[src/hdl/swcd_pkg.sv]
`timescale 1ns / 1ps

package swcd_pkg;

  localparam int SECTOR_BYTES = 512;
  localparam int POS_W = (SECTOR_BYTES > 1) ? $clog2(SECTOR_BYTES) : 1;
  localparam logic [POS_W-1:0] LAST_POS = POS_W'(SECTOR_BYTES - 1);

  localparam logic [31:0] CRC_POLY = 32'hedb88320;
  localparam logic [31:0] CRC_ONES = 32'hffffffff;
  localparam logic [31:0] FOLD_FACTOR = 32'hdeadc0de;

  localparam logic STATUS_OK = 1'b0;
  localparam logic STATUS_PARTIAL = 1'b1;

  typedef struct packed {
    logic [31:0] window_digest;
    logic [31:0] sectors_seen;
    logic        status;
  } result_t;

  // Reflected CRC-32 update over one byte, least significant bit first.
  function automatic logic [31:0] crc_byte(input logic [31:0] crc, input logic [7:0] data);
    logic [31:0] c;
    c = crc ^ {24'd0, data};
    for (int k = 0; k < 8; k++) begin
      c = (c >> 1) ^ (CRC_POLY & {32{c[0]}});
    end
    return c;
  endfunction

endpackage

[src/hdl/swcd_if.sv]
`timescale 1ns / 1ps

interface swcd_in_if;
  logic       valid;
  logic       ready;
  logic [7:0] data_byte;
  logic       last_of_window;

  modport source(output valid, output data_byte, output last_of_window, input ready);
  modport sink(input valid, input data_byte, input last_of_window, output ready);
endinterface

interface swcd_out_if;
  logic        valid;
  logic        ready;
  logic [31:0] window_digest;
  logic [31:0] sectors_seen;
  logic        status;

  modport source(output valid, output window_digest, output sectors_seen, output status,
                 input ready);
  modport sink(input valid, input window_digest, input sectors_seen, input status,
               output ready);
endinterface

[src/hdl/sector_window_crc_digest_unit.sv]
`timescale 1ns / 1ps

// Sector window CRC digest.
// The payload channel carries one byte per item with a flag on the final byte
// of the window. Each sector of SECTOR_BYTES bytes gets a reflected CRC-32, and
// the sector CRCs are folded into one window value. The digest channel carries
// one item per window: the digest, the number of complete sectors and a status
// that is set when the window ended in the middle of a sector.
// Throughput is one byte per cycle unless a final byte waits for a busy output
// register; the byte-wide CRC update is one unrolled XOR network between the
// input register and the result register. A final byte waits in the input
// register until the output register is free; its digest is valid from there.
// Bytes that are not final produce no item.
// Reset clears the window state and empties both registers; the block then
// accepts a byte as soon as reset is released.
// When the receiver stalls, the digest waits in the output register. Further
// bytes are still taken and processed until a second final byte reaches the
// input register, where it waits for the output register to free up.
module sector_window_crc_digest_unit (
  input logic         clk,
  input logic         rst,
  swcd_in_if.sink     payload,
  swcd_out_if.source  digest
);
  import swcd_pkg::*;

  logic       s1_valid;
  logic [7:0] s1_byte;
  logic       s1_last;
  logic       out_valid;
  result_t    out_data;
  result_t    core_result;
  logic       out_free;
  logic       s1_go;

  assign out_free      = !out_valid || digest.ready;
  assign s1_go         = s1_valid && (!s1_last || out_free);
  assign payload.ready = !rst && (!s1_valid || s1_go);

  swcd_core u_core (
    .clk            (clk),
    .rst            (rst),
    .step           (s1_go),
    .data_byte      (s1_byte),
    .last_of_window (s1_last),
    .result         (core_result)
  );

  always_ff @(posedge clk) begin
    if (rst) begin
      s1_valid <= 1'b0;
    end else if (payload.valid && payload.ready) begin
      s1_valid <= 1'b1;
    end else if (s1_go) begin
      s1_valid <= 1'b0;
    end
  end

  always_ff @(posedge clk) begin
    if (payload.valid && payload.ready) begin
      s1_byte <= payload.data_byte;
      s1_last <= payload.last_of_window;
    end
  end

  always_ff @(posedge clk) begin
    if (rst) begin
      out_valid <= 1'b0;
    end else if (s1_go && s1_last) begin
      out_valid <= 1'b1;
    end else if (digest.ready) begin
      out_valid <= 1'b0;
    end
  end

  always_ff @(posedge clk) begin
    if (s1_go && s1_last) begin
      out_data <= core_result;
    end
  end

  assign digest.valid         = out_valid;
  assign digest.window_digest = out_data.window_digest;
  assign digest.sectors_seen  = out_data.sectors_seen;
  assign digest.status        = out_data.status;

endmodule

[src/hdl/swcd_core.sv]
`timescale 1ns / 1ps

module swcd_core (
  input  logic             clk,
  input  logic             rst,
  input  logic             step,
  input  logic [7:0]       data_byte,
  input  logic             last_of_window,
  output swcd_pkg::result_t result
);
  import swcd_pkg::*;

  logic [31:0]      sector_crc;
  logic [31:0]      window_crc;
  logic [POS_W-1:0] byte_position;
  logic [31:0]      sector_counter;
  logic [31:0]      fold_sum;

  logic [31:0] crc_next;
  logic        sector_done;
  logic [31:0] window_next;
  logic [31:0] counter_next;
  logic [31:0] fold_next;

  // The fold product is kept as a running sum of the factor, one add per sector.
  always_comb begin
    crc_next     = crc_byte(sector_crc, data_byte);
    sector_done  = (byte_position == LAST_POS);
    window_next  = (crc_next ^ CRC_ONES) ^ (window_crc << 1) ^ window_crc;
    counter_next = sector_counter + 32'd1;
    fold_next    = fold_sum + FOLD_FACTOR;
  end

  always_comb begin
    if (sector_done) begin
      result.window_digest = window_next ^ fold_next;
      result.sectors_seen  = counter_next;
      result.status        = STATUS_OK;
    end else begin
      result.window_digest = 32'd0;
      result.sectors_seen  = sector_counter;
      result.status        = STATUS_PARTIAL;
    end
  end

  always_ff @(posedge clk) begin
    if (rst || (step && last_of_window)) begin
      sector_crc     <= CRC_ONES;
      window_crc     <= CRC_ONES;
      byte_position  <= '0;
      sector_counter <= 32'd0;
      fold_sum       <= 32'd0;
    end else if (step) begin
      if (sector_done) begin
        sector_crc     <= CRC_ONES;
        window_crc     <= window_next;
        byte_position  <= '0;
        sector_counter <= counter_next;
        fold_sum       <= fold_next;
      end else begin
        sector_crc    <= crc_next;
        byte_position <= byte_position + POS_W'(1);
      end
    end
  end

endmodule

[src/flat_wrapper.sv]
// flat-port wrapper written by rule: the top's interface ports become plain ports
module sector_window_crc_digest_unit_flat import swcd_pkg::*;
  (clk, rst, payload_valid, payload_data_byte, payload_last_of_window, payload_ready, digest_valid, digest_window_digest, digest_sectors_seen, digest_status, digest_ready);
  swcd_in_if payload_i ();
  swcd_out_if digest_i ();
  input logic clk;
  input logic rst;
  input wire logic [$bits(payload_i.valid)-1:0] payload_valid;
  input wire logic [$bits(payload_i.data_byte)-1:0] payload_data_byte;
  input wire logic [$bits(payload_i.last_of_window)-1:0] payload_last_of_window;
  output wire logic [$bits(payload_i.ready)-1:0] payload_ready;
  output wire logic [$bits(digest_i.valid)-1:0] digest_valid;
  output wire logic [$bits(digest_i.window_digest)-1:0] digest_window_digest;
  output wire logic [$bits(digest_i.sectors_seen)-1:0] digest_sectors_seen;
  output wire logic [$bits(digest_i.status)-1:0] digest_status;
  input wire logic [$bits(digest_i.ready)-1:0] digest_ready;
  assign payload_i.valid = payload_valid;
  assign payload_i.data_byte = payload_data_byte;
  assign payload_i.last_of_window = payload_last_of_window;
  assign payload_ready = payload_i.ready;
  assign digest_valid = digest_i.valid;
  assign digest_window_digest = digest_i.window_digest;
  assign digest_sectors_seen = digest_i.sectors_seen;
  assign digest_status = digest_i.status;
  assign digest_i.ready = digest_ready;
  sector_window_crc_digest_unit u_core (.clk(clk), .rst(rst), .payload(payload_i), .digest(digest_i));
endmodule
[config.mk]
export PLATFORM = sky130hd
export DESIGN_NAME = sector_window_crc_digest_unit_flat
export DESIGN_NICKNAME = d
export VERILOG_FILES = /design/src/hdl/swcd_pkg.sv /design/src/hdl/swcd_if.sv /design/src/hdl/sector_window_crc_digest_unit.sv /design/src/hdl/swcd_core.sv /design/src/flat_wrapper.sv
export SDC_FILE = /design/constraint.sdc
export NUM_CORES = 1
export LEC_CHECK = 0
export BUFFER_PORTS_ARGS = -buffer_cell sky130_fd_sc_hd__buf_2
export CORE_MARGIN = 4
export CORE_UTILIZATION = 35
export DETAILED_ROUTE_END_ITERATION = 12
export PLACE_DENSITY = 0.48
export SYNTH_ARGS = -nofsm -noshare
export SYNTH_HDL_FRONTEND = slang
export SYNTH_SLANG_ARGS = --single-unit
[constraint.sdc]
create_clock -name clk -period 5.5 [get_ports clk]
set_input_delay 0.825 -clock clk [delete_from_list [all_inputs] [get_ports clk]]
set_output_delay 0.825 -clock clk [all_outputs]
set_load 0.1 [all_outputs]
**Word level (Yosys, flattened, before mapping)**

Index checks and enable logic that the tools add are counted.

- Register bits after elaboration: 213
- Bits of input ports: 13
- Output and inout bits: 67
- Word-level logic and storage cells: 51

- $add $sub $neg: 3
- Eq/ne operators: 1
- Mux-type cells: 7
- Bitwise gates (word level): 13
- Reductions and logical operators: 15

Operator list:

| operator | count |
|---|---|
| 31-bit by 32-bit bitwise XOR with 32-bit output | 8 |
| 32-bit bitwise XOR | 3 |
| 33-bit two-way mux | 1 |
| 32-bit by 1-bit adder with 32-bit output, second input constant | 1 |
| 32-bit adder, second input constant | 1 |
| 32-bit two-way mux | 1 |
| 32-bit NOT | 1 |
| 32-bit by 8-bit bitwise XOR with 32-bit output | 1 |
| 9-bit by 1-bit adder with 9-bit output, second input constant | 1 |
| 9-bit equality test, second input constant | 1 |
| 9-bit two-way mux | 1 |
| 1-bit logical AND | 4 |
| 1-bit logical NOT | 4 |
| 1-bit logical OR | 4 |
| 1-bit two-way mux | 4 |
| 2-bit nonzero test | 2 |
| 2-bit AND reduction | 1 |

**Depth between registers and ports, before layout**

- Depth after elaboration: 13
- Mapped depth: 13
- Depth with buffers taken out: 10

**Cells and area by module**

Synthesis repeated with hierarchy kept, for this count alone.

- Cell total of the unflattened synthesis: 1,167
- Area total of the unflattened synthesis: 10,844.2 µm²

By module, submodules not included:

| module | times used | cells each | area each (µm²) | seq. area each (µm²) |
|---|---|---|---|---|
| swcd_core | 1 | 1,080 | 8,493.1 | 2,722.6 |
| sector_window_crc_digest_unit | 1 | 87 | 2,351.0 | 2,262.2 |

**Worst setup path after synthesis**

No wires, ideal clock.

- Path kind: in2reg
- Start point: input digest_ready
- End point: register u_core.out_data, in the netlist u_core.digest.sectors_seen[0] (enable)
- Library setup time: 0.489 ns
- Arrival: 4.234 ns
- Required time: 5.011 ns
- Path slack: 0.777 ns
- Stages: 5
- Buffers on the path: 2
- Path through: nand2b_1 o21ai_0 clkbuf_1 clkbuf_1 nor2_1

- Longest elaborated chain between the ends: 4

Ends and longest elaborated chain:

| what | RTL line | RTL |
|---|---|---|
| start, declared | flat_wrapper.sv:16 | `input wire logic [$bits(digest_i.ready)-1:0] digest_ready;` |
| 1-bit logical OR | sector_window_crc_digest_unit.sv:36 | `assign out_free = !out_valid \|\| digest.ready;` |
| 1-bit logical OR | sector_window_crc_digest_unit.sv:37 | `assign s1_go = s1_valid && (!s1_last \|\| out_free);` |
| 1-bit logical AND | sector_window_crc_digest_unit.sv:37 |  |
| 1-bit logical AND | sector_window_crc_digest_unit.sv:77 | `if (s1_go && s1_last) begin` |
| end signal, assigned | sector_window_crc_digest_unit.sv:78 | `out_data <= core_result;` |
| end, declared | sector_window_crc_digest_unit.sv:31 | `result_t out_data;` |

Every way passes these cells.
A chain may end at the register's enable or synchronous reset.

**Final worst setup path**

- Start point: register u_core.u_core.byte_position[2]
- End point: register u_core.u_core.sector_counter[22]

- Longest elaborated chain between the ends: 2

Ends and longest elaborated chain:

| what | RTL line | RTL |
|---|---|---|
| start, declared | swcd_core.sv:15 | `logic [POS_W-1:0] byte_position;` |
| start signal, assigned | swcd_core.sv:62 | `byte_position <= byte_position + POS_W'(1);` |
| 9-bit equality test | swcd_core.sv:28 | `sector_done = (byte_position == LAST_POS);` |
| 2-bit AND reduction (no source line) | n/a |  |
| end signal, assigned | swcd_core.sv:58 | `sector_counter <= counter_next;` |
| end, declared | swcd_core.sv:16 | `logic [31:0] sector_counter;` |

Every way passes these cells.

==> flow_results.org <==
** Clock network
- The tree built by TritonCTS fans out to roughly 210 sinks.
- Number of buffers created by CTS :: 26
- CTS Root Cell :: sky130_fd_sc_hd__clkbuf_16
- Clock latency on the worst-skew pair :: between 0.5 and 0.6 ns
- After clock tree synthesis, the repair step resized 0 gates.
- TritonCTS clock tree :: built
- In this run the number of H-tree levels came out at 1.
- In this run the post-CTS setup repair buffer count came out at 0.
- Buffers inserted to repair hold after CTS numbered 0.
- The longest clock path from root to sink contains 3 buffers.
- Clock-pin slew was measured on the worst setup and hold paths at 0.06 ns.

** Power and ir drop
- The share of total power dissipated in sequential elements is 0.368.
- Combinational cell fraction of total power :: 0.244
- Summed over all nets, the switching power comes to 0.00139 W.
- Internal power component :: 0.00325 W
- Switch share :: 0.300
- Largest voltage drop on the vdd net :: 224 uV
- PD cells :: 368 nW/um^2
- Summed over all cells, the static leakage comes to 4.51 nW.
- Power share of the clock group :: 0.388

** Synth
- Synthesis handed over a netlist of 1166 instances.
- Distinct cell type count after synthesis :: 58
- Top area cells in the synthesized netlist :: sky130_fd_sc_hd__dfxtp_1 (25%), sky130_fd_sc_hd__edfxtp_1 (20%), sky130_fd_sc_hd__xnor2_1 (12%), sky130_fd_sc_hd__o21ai_0 (5.1%), sky130_fd_sc_hd__xor2_1 (4.7%)
- Cell area after synthesis :: 11000 sq um
- Post-synth ARST share :: 0
- Average footprint of a synthesized cell :: 9.41 sq um
- The Yosys step of the flow raised 0 warnings.
- The synthesized design contains 74 enable-type register cells.
- Area share of the largest cell type after synthesis :: 0.252
- Number of synthesized register bits :: 212
- In the synthesized netlist the dominant register cell turns out to be sky130_fd_sc_hd__dfxtp_1.
- Mapped Nets :: 1183
- Sequential share of the synthesized area :: 0.454
- The synthesized design spends more area on one cell type than any other, namely sky130_fd_sc_hd__dfxtp_1.

** Placed design
- In this run the cell area measured after placement is 11700 sq um.
- Buffers placed on the I/O ports in this run total 79.
- Routability congestion estimate from global placement :: 0.761
- The HPWL after detailed placement is 17.1 mm.

** Job
- The tool flagged a number of max-cap violations equal to 0.

** Critical path
- At the worst endpoint, the required time is 5.91 ns.
- Nature of the critical path endpoint :: register
- STA puts the critical path data arrival time at 3.51 ns.
- The worst setup path is of the register to register kind.
- Critical Path Start Type :: register
- In this run the worst path has a maximum fanout of 36.

** Global routing
- Across every metal layer, demand over resource in global routing totals 0.152.
- Entering global routing, the biggest net connects 76 pins.
- The first global-routing pass estimated 42.2 mm of wire.
- Total gr overflow :: 0
- Via count of the first global-routing pass :: 7728
- Number of antenna violations at the first check in global routing :: 0

** Detailed routing
- Final Routed Wirelength :: 26.2 mm
- For this block, the initial DRC count from the detailed router was 538.
- Detailed-route wire length per cell :: 16.2 um
- Final routed DRC violation total :: 0
- After detailed routing, the number of vias per cell comes to 5.00.
- For this run, the detailed router's first-pass iteration total came to 5.
- The count of nets left with antenna violations once routing finished came out at 0.
- For this block, the via count after detailed routing is 8122.

** Floorplanning
- The floorplan has between 60 and 70 rows.
- Die area :: 34300 sq um
- The initial utilization of the core area, before any placement, comes to 0.357.
- I/O pin cnt :: 80
- Measured along the x axis, the die boundary spans 185 um.
- Die span in y :: 185 um
- After floorplanning, the core was sized to cover just over 30000 sq um.

** Timing
- The number of pins exceeding their max-slew limit in the final report came to 0.
- Setup TNS :: 0 ns
- Fmax :: around 320 MHz
- Setup violations remaining at the end of the flow were counted as 0.
- Slew @ Worst Pin :: 1.21 ns
- Post-Route Hold Slack :: 0.464 ns
- Worst setup skew after layout :: around 0.011 ns
- RSZ-0062 raised after global routing :: no
- Max-slew headroom :: 0.192
- Counting I/O delays and the setup requirement, the final critical path takes 3.10 ns.
- Hold Fails Final Rpt :: 0
- Dividing the final minimum period by the clock period gives 0.564.

** Layout
- Across the whole layout, storage elements account for ~5000 sq um.
- Of the cells placed in the final design, the portion with a size suffix greater than 1 is 0.126.
- Fin area :: 12600 sq um
- The number of antenna diodes in the final layout is 0.
- In the final layout, the multi-input gates occupy 5710 sq um.
- In the final design database the tool counted 1224 nets.
- Counting the fill cells in the layout gives a little over 3000.
- Util after Layout :: 0.410
- Area overhead of the layout relative to synthesis :: 14.8%

** Hold path
- Hold crit path type :: register to register

** Status
- The run finished with clean final reports.
[cell usage after synthesis (all sizes together), types with 4 or more instances]
| cell | instances |
|---|---|
| xnor2 | 161 |
| dfxtp | 138 |
| nand2 | 130 |
| nor2 | 118 |
| o21ai | 114 |
| edfxtp | 74 |
| clkbuf | 63 |
| xor2 | 61 |
| a21oi | 58 |
| o211ai | 31 |
| nand3 | 26 |
| and3 | 20 |
| nor3 | 15 |
| and2 | 14 |
| o31ai | 14 |
| a31oi | 12 |
| buf | 12 |
| nand4 | 11 |
| inv | 9 |
| a22o | 8 |
| xnor3 | 7 |
| a211o | 5 |
| a211oi | 5 |
| and4 | 5 |
| nor4 | 5 |
| xor3 | 5 |
| a21o | 4 |
| ha | 4 |
| or3 | 4 |
[placed cells by master (no fill, tap or decap), types with 3 or more instances in the layout]
cell / n
sky130_fd_sc_hd__clkbuf_1: 9
sky130_fd_sc_hd__clkbuf_8: 4
sky130_fd_sc_hd__o41ai_1: 3
sky130_fd_sc_hd__a211oi_1: 5
sky130_fd_sc_hd__nor3_1: 15
sky130_fd_sc_hd__a21o_1: 4
sky130_fd_sc_hd__nor4_1: 5
sky130_fd_sc_hd__ha_1: 4
sky130_fd_sc_hd__a22o_1: 8
sky130_fd_sc_hd__a211o_1: 5
sky130_fd_sc_hd__bufinv_16: 4
sky130_fd_sc_hd__clkbuf_16: 27
sky130_fd_sc_hd__o21ai_0: 111
sky130_fd_sc_hd__nand4_1: 11
sky130_fd_sc_hd__xnor3_1: 7
sky130_fd_sc_hd__and3_1: 19
sky130_fd_sc_hd__and4_1: 5
sky130_fd_sc_hd__inv_1: 9
sky130_fd_sc_hd__xor2_1: 59
sky130_fd_sc_hd__a21oi_1: 57
sky130_fd_sc_hd__or3_1: 4
sky130_fd_sc_hd__buf_4: 8
sky130_fd_sc_hd__o31ai_1: 14
sky130_fd_sc_hd__clkinv_2: 3
sky130_fd_sc_hd__buf_2: 79
sky130_fd_sc_hd__dfxtp_1: 138
sky130_fd_sc_hd__nand3_1: 25
sky130_fd_sc_hd__o211ai_1: 31
sky130_fd_sc_hd__nand2b_1: 3
sky130_fd_sc_hd__xnor2_2: 7
sky130_fd_sc_hd__edfxtp_1: 74
sky130_fd_sc_hd__nor2_1: 116
sky130_fd_sc_hd__xor3_1: 4
sky130_fd_sc_hd__a31oi_1: 12
sky130_fd_sc_hd__nand2_1: 130
sky130_fd_sc_hd__xnor2_1: 152
sky130_fd_sc_hd__a31o_2: 3
sky130_fd_sc_hd__and2_1: 14
[layer usage]
metal,wire (um),vias to the layer above,track usage
met2,11900,153,0.249
met1,12800,3783,0.213
met4,564,0,0.0367
li1,-,4145,-
met3,955,41,0.0200
met5,0,-,0
[power groups by stage]
stage                     clock, W  sequential (W)  combinational, W
after floorplan                  0         0.00185          0.000796
after global placement           0         0.00174           0.00115
after detailed placement         0         0.00174           0.00115
after CTS                  0.00185         0.00171           0.00115
after global routing       0.00192         0.00171           0.00122
final                      0.00180         0.00171           0.00113
[sequential cells by signal, summed over array words and instances, names as in the netlist, 8 cells and up]
register,cells
u_core.u_core.window_crc,32
u_core.s1_byte,8
u_core.u_core.byte_position,9
u_core.u_core.sector_crc,32
u_core.u_core.sector_counter,32
u_core.u_core.fold_sum,31
u_core.digest.sectors_seen,32
u_core.digest.window_digest,32
[kinds of logic (layout without fill, tap and decap cells)]
| kind of cell | Yosys count | in the layout | share of synthesized area |
|---|---|---|---|
| xor+xnor | 234 | 234 | 0.214 |
| compound gates | 269 | 269 | 0.148 |
| mux | 2 | 2 | 0.00194 |
| simple gates | 361 | 361 | 0.147 |
| buf+inv | 84 | 145 | 0.0298 |
| flops | 212 | 212 | 0.454 |
| fa+ha+maj | 4 | 4 | 0.00456 |
[critical path, cell delays in order (launching register included)]
cell and delay (ns):
sky130_fd_sc_hd__dfxtp_1 0.40, sky130_fd_sc_hd__and4_1 0.22, sky130_fd_sc_hd__nand2_1 0.08, sky130_fd_sc_hd__nor2_1 0.12, sky130_fd_sc_hd__ha_1 0.15, sky130_fd_sc_hd__buf_4 0.39
sky130_fd_sc_hd__nor2_1 0.14, sky130_fd_sc_hd__nor2_1 0.21, sky130_fd_sc_hd__or2_2 0.78, sky130_fd_sc_hd__o21ai_0 0.20, sky130_fd_sc_hd__a22o_1 0.27
[stage by stage]
| stage | setup WS, ns | cells | power, W |
|---|---|---|---|
| global route | 2.07 | 1623 | 0.00485 |
| detailed placement | 2.24 | 1575 | 0.00289 |
| finish | 2.40 | 1623 | 0.00464 |
| floorplan | 0.777 | 1166 | 0.00265 |
| CTS | 2.36 | 1623 | 0.00471 |
| global placement | 2.27 | 1575 | 0.00289 |
[layout make-up]
type                       instances  area share
multi-input combinational        870       0.453
timing repair buffer              88      0.0377
inverter                           9     0.00268
clock buffer                      40      0.0607
sequential                       212       0.396
tap                              396      0.0393
clock inverter                     8      0.0110
[path summary, 6_finish.rpt]
kind | startpoint | cells after the start | slack [ns] | endpoint
setup / recovery | u_core.u_core.byte_position[2] | 10 | 2.40 | u_core.u_core.sector_counter[22]
hold / removal | u_core.u_core.byte_position[8] | 2 | 0.46 | u_core.u_core.byte_position[8]
setup reg to reg | u_core.u_core.byte_position[2] | 10 | 2.40 | u_core.u_core.sector_counter[22]
hold reg to reg | u_core.u_core.byte_position[8] | 2 | 0.46 | u_core.u_core.byte_position[8]
Note: power is estimated with default switching activity, not from simulation.
